## config.mk

```make
export PLATFORM = sky130hd
export DESIGN_NAME = shared_exclusive_lock_table
export DESIGN_NICKNAME = d
export VERILOG_FILES = /design/src/hw/rtl/sxlt_pkg.sv /design/src/hw/rtl/shared_exclusive_lock_table.sv /design/src/hw/rtl/sxlt_ram.sv
export SDC_FILE = /design/constraint.sdc
export NUM_CORES = 1
export LEC_CHECK = 0
export BUFFER_PORTS_ARGS = -buffer_cell sky130_fd_sc_hd__clkbuf_2
export CAP_MARGIN = 10
export CORE_MARGIN = 2
export CORE_UTILIZATION = 50
export DETAILED_ROUTE_END_ITERATION = 7
export PLACE_DENSITY = 0.65
export SLEW_MARGIN = 20
export SYNTH_ARGS = -nofsm -noshare
export SYNTH_HDL_FRONTEND = slang
export SYNTH_SLANG_ARGS = --single-unit
```

## constraint.sdc

```tcl
create_clock -name clk -period 9.97 [get_ports clk]
set_input_delay 0.997 -clock clk [delete_from_list [all_inputs] [get_ports clk]]
set_output_delay 0.997 -clock clk [all_outputs]
set_load 0.01 [all_outputs]
```

## src/hw/rtl/sxlt_pkg.sv

```systemverilog
// ----------------------------------------------------------------------------
// Lock table package
// Sizes, entry layout, command and status codes, controller states.
// ----------------------------------------------------------------------------
`timescale 1ns / 1ps

package sxlt_pkg;

  localparam int NUM_RESOURCES = 64;
  localparam int NUM_TXNS      = 16;

  localparam int CMD_W      = 2;
  localparam int TXN_W      = 4;
  localparam int RESOURCE_W = 6;
  localparam int STATUS_W   = 2;

  localparam int RES_W = $clog2(NUM_RESOURCES);

  typedef struct packed {
    logic [NUM_TXNS-1:0] sh_bits;
    logic                excl_valid;
    logic [TXN_W-1:0]    excl_owner;
  } entry_t;

  localparam int ENTRY_W = $bits(entry_t);

  typedef enum logic [CMD_W-1:0] {
    CMD_SHARED  = 2'd0,
    CMD_EXCL    = 2'd1,
    CMD_RELEASE = 2'd2,
    CMD_UNUSED  = 2'd3
  } cmd_t;

  typedef enum logic [STATUS_W-1:0] {
    ST_GRANTED  = 2'd0,
    ST_WAIT     = 2'd1,
    ST_RELEASED = 2'd2,
    ST_NOTHING  = 2'd3
  } status_t;

  typedef enum logic [1:0] {
    S_IDLE,
    S_LOCK,
    S_SWEEP,
    S_HOLD
  } state_t;

  function automatic logic txn_ok(logic [TXN_W-1:0] t);
    return 32'(t) < NUM_TXNS;
  endfunction

  function automatic logic res_ok(logic [RESOURCE_W-1:0] r);
    return 32'(r) < NUM_RESOURCES;
  endfunction

endpackage

```

## src/hw/rtl/shared_exclusive_lock_table.sv

```systemverilog
// ----------------------------------------------------------------------------
// Shared/exclusive lock table
// Lock table with shared holder bitmaps and an exclusive owner per resource.
// ----------------------------------------------------------------------------
// Usage:
//   Input channel (in_valid/in_stall): cmd, txn, resource. Lock shared or
//   exclusive does a read-modify-write of one table entry; release-all walks
//   every entry and clears the transaction from it.
//   Result channel (out_valid/out_stall): one status per input transaction,
//   in order. The status sits in an output register until taken.
//   Flow: a lock uses its entry read from the RAM in S_LOCK, writes it back
//   if granted and loads its result into the output register, or holds it in
//   S_HOLD while that register is full and stalled. Release-all sweeps one
//   entry per cycle through the RAM port; rejected requests pass through S_HOLD.
//   in_stall is high while an item is in progress, and while the result of
//   the last item cannot enter a full, stalled output register.
//   Reset clears the controller and the per-entry valid bits; an entry never
//   written reads as empty, so no clearing pass is needed.
// ----------------------------------------------------------------------------
`timescale 1ns / 1ps

module shared_exclusive_lock_table (
  input  logic                              clk,
  input  logic                              rst_n,
  input  logic                              in_valid,
  output logic                              in_stall,
  input  logic [sxlt_pkg::CMD_W-1:0]        in_cmd,
  input  logic [sxlt_pkg::TXN_W-1:0]        in_txn,
  input  logic [sxlt_pkg::RESOURCE_W-1:0]   in_resource,
  output logic                              out_valid,
  input  logic                              out_stall,
  output logic [sxlt_pkg::STATUS_W-1:0]     out_status
);

  sxlt_pkg::state_t state_r, state_nxt;
  sxlt_pkg::cmd_t   cmd_r, cmd_nxt;
  logic [sxlt_pkg::TXN_W-1:0] txn_r, txn_nxt;
  logic [sxlt_pkg::RES_W-1:0] res_r, res_nxt;
  logic [sxlt_pkg::RES_W-1:0] idx_r, idx_nxt;
  logic any_r, any_nxt;
  sxlt_pkg::status_t status_r, status_nxt;

  logic out_valid_r, out_valid_nxt;
  sxlt_pkg::status_t out_status_r, out_status_nxt;

  logic [sxlt_pkg::NUM_RESOURCES-1:0] vld_r, vld_nxt;
  logic rd_vld_r, rd_vld_nxt;

  logic                              rd_en, wr_en;
  logic [sxlt_pkg::RES_W-1:0]        rd_addr, wr_addr;
  logic [sxlt_pkg::ENTRY_W-1:0]      ram_q;
  sxlt_pkg::entry_t                  wr_data;

  sxlt_pkg::entry_t ent, lock_ent, rel_ent;
  logic [sxlt_pkg::NUM_TXNS-1:0] self_mask;
  logic foreign, lock_grant, hit_sh, hit_x, slot_free, load;
  sxlt_pkg::status_t lock_st, sweep_st, load_status;

  sxlt_ram #(
    .WIDTH (sxlt_pkg::ENTRY_W),
    .DEPTH (sxlt_pkg::NUM_RESOURCES)
  ) u_ram (
    .clk     (clk),
    .wr_en   (wr_en),
    .wr_addr (wr_addr),
    .wr_data (wr_data),
    .rd_en   (rd_en),
    .rd_addr (rd_addr),
    .rd_data (ram_q)
  );

  // Entry and update logic
  always_comb begin
    ent       = rd_vld_r ? sxlt_pkg::entry_t'(ram_q) : '0;
    self_mask = sxlt_pkg::NUM_TXNS'(1) << txn_r;
    foreign   = ent.excl_valid && (ent.excl_owner != txn_r);

    lock_ent = ent;
    if (cmd_r == sxlt_pkg::CMD_SHARED) begin
      lock_grant       = !foreign;
      lock_ent.sh_bits = ent.sh_bits | self_mask;
    end else begin
      lock_grant          = !foreign && ((ent.sh_bits & ~self_mask) == '0);
      lock_ent.excl_valid = 1'b1;
      lock_ent.excl_owner = txn_r;
    end
    lock_st = lock_grant ? sxlt_pkg::ST_GRANTED : sxlt_pkg::ST_WAIT;

    hit_sh = |(ent.sh_bits & self_mask);
    hit_x  = ent.excl_valid && (ent.excl_owner == txn_r);
    rel_ent         = ent;
    rel_ent.sh_bits = ent.sh_bits & ~self_mask;
    if (hit_x) begin
      rel_ent.excl_valid = 1'b0;
      rel_ent.excl_owner = '0;
    end
    sweep_st = (any_r || hit_sh || hit_x) ? sxlt_pkg::ST_RELEASED : sxlt_pkg::ST_NOTHING;
  end

  // Controller
  always_comb begin
    state_nxt   = state_r;
    cmd_nxt     = cmd_r;
    txn_nxt     = txn_r;
    res_nxt     = res_r;
    idx_nxt     = idx_r;
    any_nxt     = any_r;
    status_nxt  = status_r;
    rd_en       = 1'b0;
    rd_addr     = '0;
    wr_en       = 1'b0;
    wr_addr     = idx_r;
    wr_data     = rel_ent;
    load        = 1'b0;
    load_status = status_r;
    slot_free   = !out_valid_r || !out_stall;
    in_stall    = (state_r != sxlt_pkg::S_IDLE);

    unique case (state_r)
      sxlt_pkg::S_IDLE: begin
        if (in_valid) begin
          cmd_nxt = sxlt_pkg::cmd_t'(in_cmd);
          txn_nxt = in_txn;
          res_nxt = in_resource[sxlt_pkg::RES_W-1:0];
          idx_nxt = '0;
          any_nxt = 1'b0;
          priority if (in_cmd == sxlt_pkg::CMD_RELEASE) begin
            if (sxlt_pkg::txn_ok(in_txn)) begin
              rd_en     = 1'b1;
              rd_addr   = '0;
              state_nxt = sxlt_pkg::S_SWEEP;
            end else begin
              status_nxt = sxlt_pkg::ST_NOTHING;
              state_nxt  = sxlt_pkg::S_HOLD;
            end
          end else if (in_cmd != sxlt_pkg::CMD_UNUSED && sxlt_pkg::txn_ok(in_txn)
                       && sxlt_pkg::res_ok(in_resource)) begin
            rd_en     = 1'b1;
            rd_addr   = in_resource[sxlt_pkg::RES_W-1:0];
            state_nxt = sxlt_pkg::S_LOCK;
          end else begin
            status_nxt = sxlt_pkg::ST_WAIT;
            state_nxt  = sxlt_pkg::S_HOLD;
          end
        end
      end
      sxlt_pkg::S_LOCK: begin
        wr_en   = lock_grant;
        wr_addr = res_r;
        wr_data = lock_ent;
        if (slot_free) begin
          load        = 1'b1;
          load_status = lock_st;
          state_nxt   = sxlt_pkg::S_IDLE;
        end else begin
          status_nxt = lock_st;
          state_nxt  = sxlt_pkg::S_HOLD;
        end
      end
      sxlt_pkg::S_SWEEP: begin
        wr_en   = 1'b1;
        wr_addr = idx_r;
        wr_data = rel_ent;
        if (idx_r == sxlt_pkg::RES_W'(sxlt_pkg::NUM_RESOURCES - 1)) begin
          if (slot_free) begin
            load        = 1'b1;
            load_status = sweep_st;
            state_nxt   = sxlt_pkg::S_IDLE;
          end else begin
            status_nxt = sweep_st;
            state_nxt  = sxlt_pkg::S_HOLD;
          end
        end else begin
          rd_en   = 1'b1;
          rd_addr = idx_r + sxlt_pkg::RES_W'(1);
          idx_nxt = idx_r + sxlt_pkg::RES_W'(1);
          any_nxt = any_r || hit_sh || hit_x;
        end
      end
      sxlt_pkg::S_HOLD: begin
        if (slot_free) begin
          load      = 1'b1;
          state_nxt = sxlt_pkg::S_IDLE;
        end
      end
      default: begin
        state_nxt = sxlt_pkg::S_IDLE;
      end
    endcase

    vld_nxt = vld_r;
    if (wr_en) begin
      vld_nxt[wr_addr] = 1'b1;
    end
    rd_vld_nxt = rd_en ? vld_r[rd_addr] : rd_vld_r;

    out_valid_nxt  = out_valid_r && out_stall;
    out_status_nxt = out_status_r;
    if (load) begin
      out_valid_nxt  = 1'b1;
      out_status_nxt = load_status;
    end
  end

  always_ff @(posedge clk) begin
    if (!rst_n) begin
      state_r     <= sxlt_pkg::S_IDLE;
      out_valid_r <= 1'b0;
      vld_r       <= '0;
    end else begin
      state_r     <= state_nxt;
      out_valid_r <= out_valid_nxt;
      vld_r       <= vld_nxt;
    end
  end

  always_ff @(posedge clk) begin
    cmd_r        <= cmd_nxt;
    txn_r        <= txn_nxt;
    res_r        <= res_nxt;
    idx_r        <= idx_nxt;
    any_r        <= any_nxt;
    status_r     <= status_nxt;
    rd_vld_r     <= rd_vld_nxt;
    out_status_r <= out_status_nxt;
  end

  assign out_valid  = out_valid_r;
  assign out_status = out_status_r;

endmodule

```

## src/hw/rtl/sxlt_ram.sv

```systemverilog
// ----------------------------------------------------------------------------
// Generic single-port-write, single-port-read RAM
// One write and one registered read per cycle.
// ----------------------------------------------------------------------------
`timescale 1ns / 1ps

module sxlt_ram #(
  parameter int WIDTH = 8,
  parameter int DEPTH = 16
) (
  input  logic                     clk,
  input  logic                     wr_en,
  input  logic [$clog2(DEPTH)-1:0] wr_addr,
  input  logic [WIDTH-1:0]         wr_data,
  input  logic                     rd_en,
  input  logic [$clog2(DEPTH)-1:0] rd_addr,
  output logic [WIDTH-1:0]         rd_data
);

  logic [WIDTH-1:0] mem [DEPTH];

  always_ff @(posedge clk) begin
    if (wr_en) begin
      mem[wr_addr] <= wr_data;
    end
    if (rd_en) begin
      rd_data <= mem[rd_addr];
    end
  end

endmodule

```

==> flow_summary_export.csv <==
group,metric,value,unit
clock_network,clk_pin_slew,0.06,ns
floorplanning,dieArea,0.1195,sq mm
worst_setup_path,critical_path.endpoint_type,"flip-flop",
worst_setup_path,cp_cell_sequence,"inv_1 > ha_1 > and3b_1 > nand2_4 > nand2_4 > buf_4 > buf_4 > a211oi_1 > a31oi_1 > nand4_1 > a21oi_1 > or4_1",
clock_network,ctsResizeCount,0,
outcome,outcome,"finished clean",
clock_network,h-tree-depth,4,
clock_network,clock_buffer_count_from_cts,147,
placed_design,routabilityCongestion,0.9390,
logic_synthesis,synth_xor_area_frac,0.0008784,
power,total_leakage_power,21.31,nW
routing,ant_nets,0,
logic_synthesis,synth_top_cell_area_share,0.7142,
logic_synthesis,postSynth.asyncResetShare,0,
routing,num_vias,38226,
sta,slew_viol_final,0,
global_route,grt.total_usage,0.2798,
worst_hold_path,instance_count_along_the_most_critical_hold_path,1,
worst_setup_path,crit_path_buf_inv_count,3,
floorplanning,fp-row-count,125,
power,vdd.ir_drop.worst,0.1973,mV
sta,final.setup.tns,0,ns
clock_network,clock_insertion_delay_worst_skew,0.76,ns
floorplanning,pin_count,20,
cells_and_area,most_common_library_cell_in_the_layout_ignoring_fill_and_taps,"edfxtp_1",
sta,setup_violations,0,
worst_setup_path,critical_path.max_fanout,77,
cells_and_area,fin_cells,6025,
logic_synthesis,netlist-cell-type-count,70,
logic_synthesis,multiplexer_area_fraction_after_synthesis,0.003235,
sta,timing_hold_violations_final,0,
sta,tightest_slew,1.180,ns
worst_setup_path,delay_of_the_slowest_cell_on_the_worst_path,0.84,ns
global_route,first_global_vias,35656,
placed_design,numPortBuffers,19,
logic_synthesis,yosys_top_cell_by_area,"edfxtp_1",
logic_synthesis,yosys_warn_count,0,
clock_network,tritoncts_clock_tree,"built",
worst_setup_path,cpLargestDelayFamily,"simple AND/OR/NAND/NOR gates",
floorplanning,chipWidth,345.8,microns
global_route,grt_max_degree,182,
placed_design,placed_cells_incl_taps,5758,
sta,min_period_over_period,0.5767,
clock_network,postCtsHoldBufs,0,
logic_synthesis,seq_area_frac_synth,0.7372,
global_route,grt_antenna_before_repair,3,
cells_and_area,num-nets-final,4406,
cells_and_area,mostFrequentLayoutCells,"edfxtp_1 (1,389), nand2_1 (1,095), nand3_1 (353)",
sta,max_freq,0.1739,GHz
placed_design,dp_hpwl,89630,microns
sta,unrepaired_setup_endpoints_after_global_routing,"false",
global_route,grt_first_pass_wirelength,245000,microns
logic_synthesis,largest_family_of_logic_cells_by_synthesized_area,"simple AND/OR/NAND/NOR gates",
logic_synthesis,post_syn_nets,4447,
worst_setup_path,critical_path_required,10.60,ns
sta,max_slew_margin,0.2113,
routing,routed_wire_length_per_instance,28.30,microns
clock_network,cts.path.max_buffers,3,
logic_synthesis,synthCells,4426,
logic_synthesis,cell_area_after_synthesis,0.05840,sq mm
logic_synthesis,ys_seq_elements,1456,
worst_setup_path,crit_path_start_kind,"flip-flop",
logic_synthesis,synth-simple-area-share,0.1576,
logic_synthesis,synth_enable_flop_cells,1389,
routing,drt-initial-drc-count,5474,
cells_and_area,layout-drive-gt1-share,0.09558,
floorplanning,initial_utilization,0.5032,
flow_run,maxCapViolCount,0,
sta,finClkSkew,0.03191,ns
logic_synthesis,synth_area_per_cell,13.19,sq um
worst_setup_path,critical_path_arrival,6.38,ns
power,powerDensity,298.3,mW/mm^2
global_route,overflow_after_grt,0,
worst_setup_path,critical_path_depth,12,
logic_synthesis,synth_flop_cell,"edfxtp_1",
routing,wl,170500,microns
logic_synthesis,synth.top_cells.by_area,"edfxtp_1 (71%), nand2_1 (7.1%), nand3_1 (3.0%)",
routing,drt-vias-per-instance,6.345,
routing,drt_pre_antenna_iters,5,
worst_setup_path,ff2ff_path_depth,12,
clock_network,clock-root-buffer,"clkbuf_16",
routing,number_of_remaining_drc_errors,0,
sta,finalWorstPathRequiredPeriod,5.750,ns
logic_synthesis,synth-compound-area-share,0.07477,
worst_setup_path,timing_worst_setup_path_type,"flip-flop to flip-flop",
worst_setup_path,crit_slowest_cell,"nand2_4",
power,design_power_total,0.01932,W
logic_synthesis,share_of_synthesized_cell_area_in_full_adder_half_adder_and_majority_cells,0.001071,
clock_network,cts.sinks,1456,
cells_and_area,filler_cell_count,9274,
cells_and_area,flow.area_growth_from_synthesis,10.92,%
worst_hold_path,worst_hold_path_type,"input pin to flip-flop",
floorplanning,placeableCoreArea,0.1160,sq mm
clock_network,post_cts_buffers,0,
cells_and_area,layout.core_utilization,0.5582,
floorplanning,die-height,345.8,microns
cell families after synthesis:
family | Yosys count
compound gates | 634
xor+xnor | 5
fa+ha+maj | 5
buf+inv | 331
flops | 1456
mux | 18
simple gates | 1977
layer usage:
layer / wire length, microns / global-route usage / up-vias
met4: 6854 / 0.1157 / 4
met1: 68400 / 0.3926 / 19166
met3: 17420 / 0.05008 / 374
li1: - / - / 16509
met2: 77780 / 0.4341 / 2173
met5: 21 / 0 / -
report_power, final:
part | internal, W | leakage [nW] | switching [W]
clock network | 0.00294 | 2.20 | 0.00230
logic | 0.00140 | 5.85 | 0.00460
registers | 0.00787 | 13.3 | 0.000213
total | 0.0122 | 21.3 | 0.00711
Yosys cell counts, types with 9 or more instances:
cell type / instances
and2_1: 11
buf_1: 14
inv_1: 14
edfxtp_1: 1389
nor3_1: 9
o21ai_0: 13
o21a_1: 67
or4_1: 21
a22oi_1: 21
clkbuf_1: 200
dfxtp_1: 67
nand2_1: 1098
nand3_1: 354
nor2_1: 74
nand4_1: 169
nor2_4: 31
a211oi_1: 181
and3_1: 181
buf_2: 87
a31oi_1: 181
a22o_1: 9
mux2i_1: 14
a21oi_1: 115
sequential cells by signal, summed over array words and instances (netlist names), 2 cells and up:
name and cells:
idx_r 6, u_ram.mem 1344, txn_r 4, vld_r 64
res_r 6, cmd_r 2, out_status 2, u_ram.rd_data 21
status_r 2, state_r 2
metrics by stage:
stage | instance area [sq um] | hold WS (ns) | setup slack, ns
2_1_floorplan | 58400 | 0.4325 | 6.025
3_3_place_gp | 60180 | 0.4405 | 3.892
3_5_place_dp | 60210 | 0.4457 | 3.837
4_1_cts | 64710 | 0.3799 | 4.286
5_1_grt | 64770 | 0.3943 | 3.979
6_report | 64780 | 0.4153 | 4.220
path summary, 6_finish.rpt:
path / from / end / slack (ns)
worst max-delay path: state_r[0]$_SDFFE_PN0P_ / u_ram.rd_data[15]$_DFFE_PP_ / 4.22
worst min-delay path: in_txn[0] / txn_r[0]$_DFFE_PP_ / 0.42
worst max register to register: state_r[0]$_SDFFE_PN0P_ / u_ram.rd_data[15]$_DFFE_PP_ / 4.22
worst min register to register: vld_r[40]$_SDFFE_PN0N_ / vld_r[40]$_SDFFE_PN0N_ / 0.46
final cells by class:
class                           instances  area [sq um]  area share
Timing Repair Buffer                  127          1028     0.01588
Sequential cell                      1456         43050      0.6646
Multi-Input combinational cell       2639         14230      0.2197
Antenna cell                            2         5.005  0.00007726
Inverter                               14         52.55   0.0008112
Tap cell                             1524          1907     0.02944
Clock inverter                         72         530.5    0.008190
Clock buffer                          191          3970     0.06129
No activity file was read; power rests on OpenSTA's default activity.
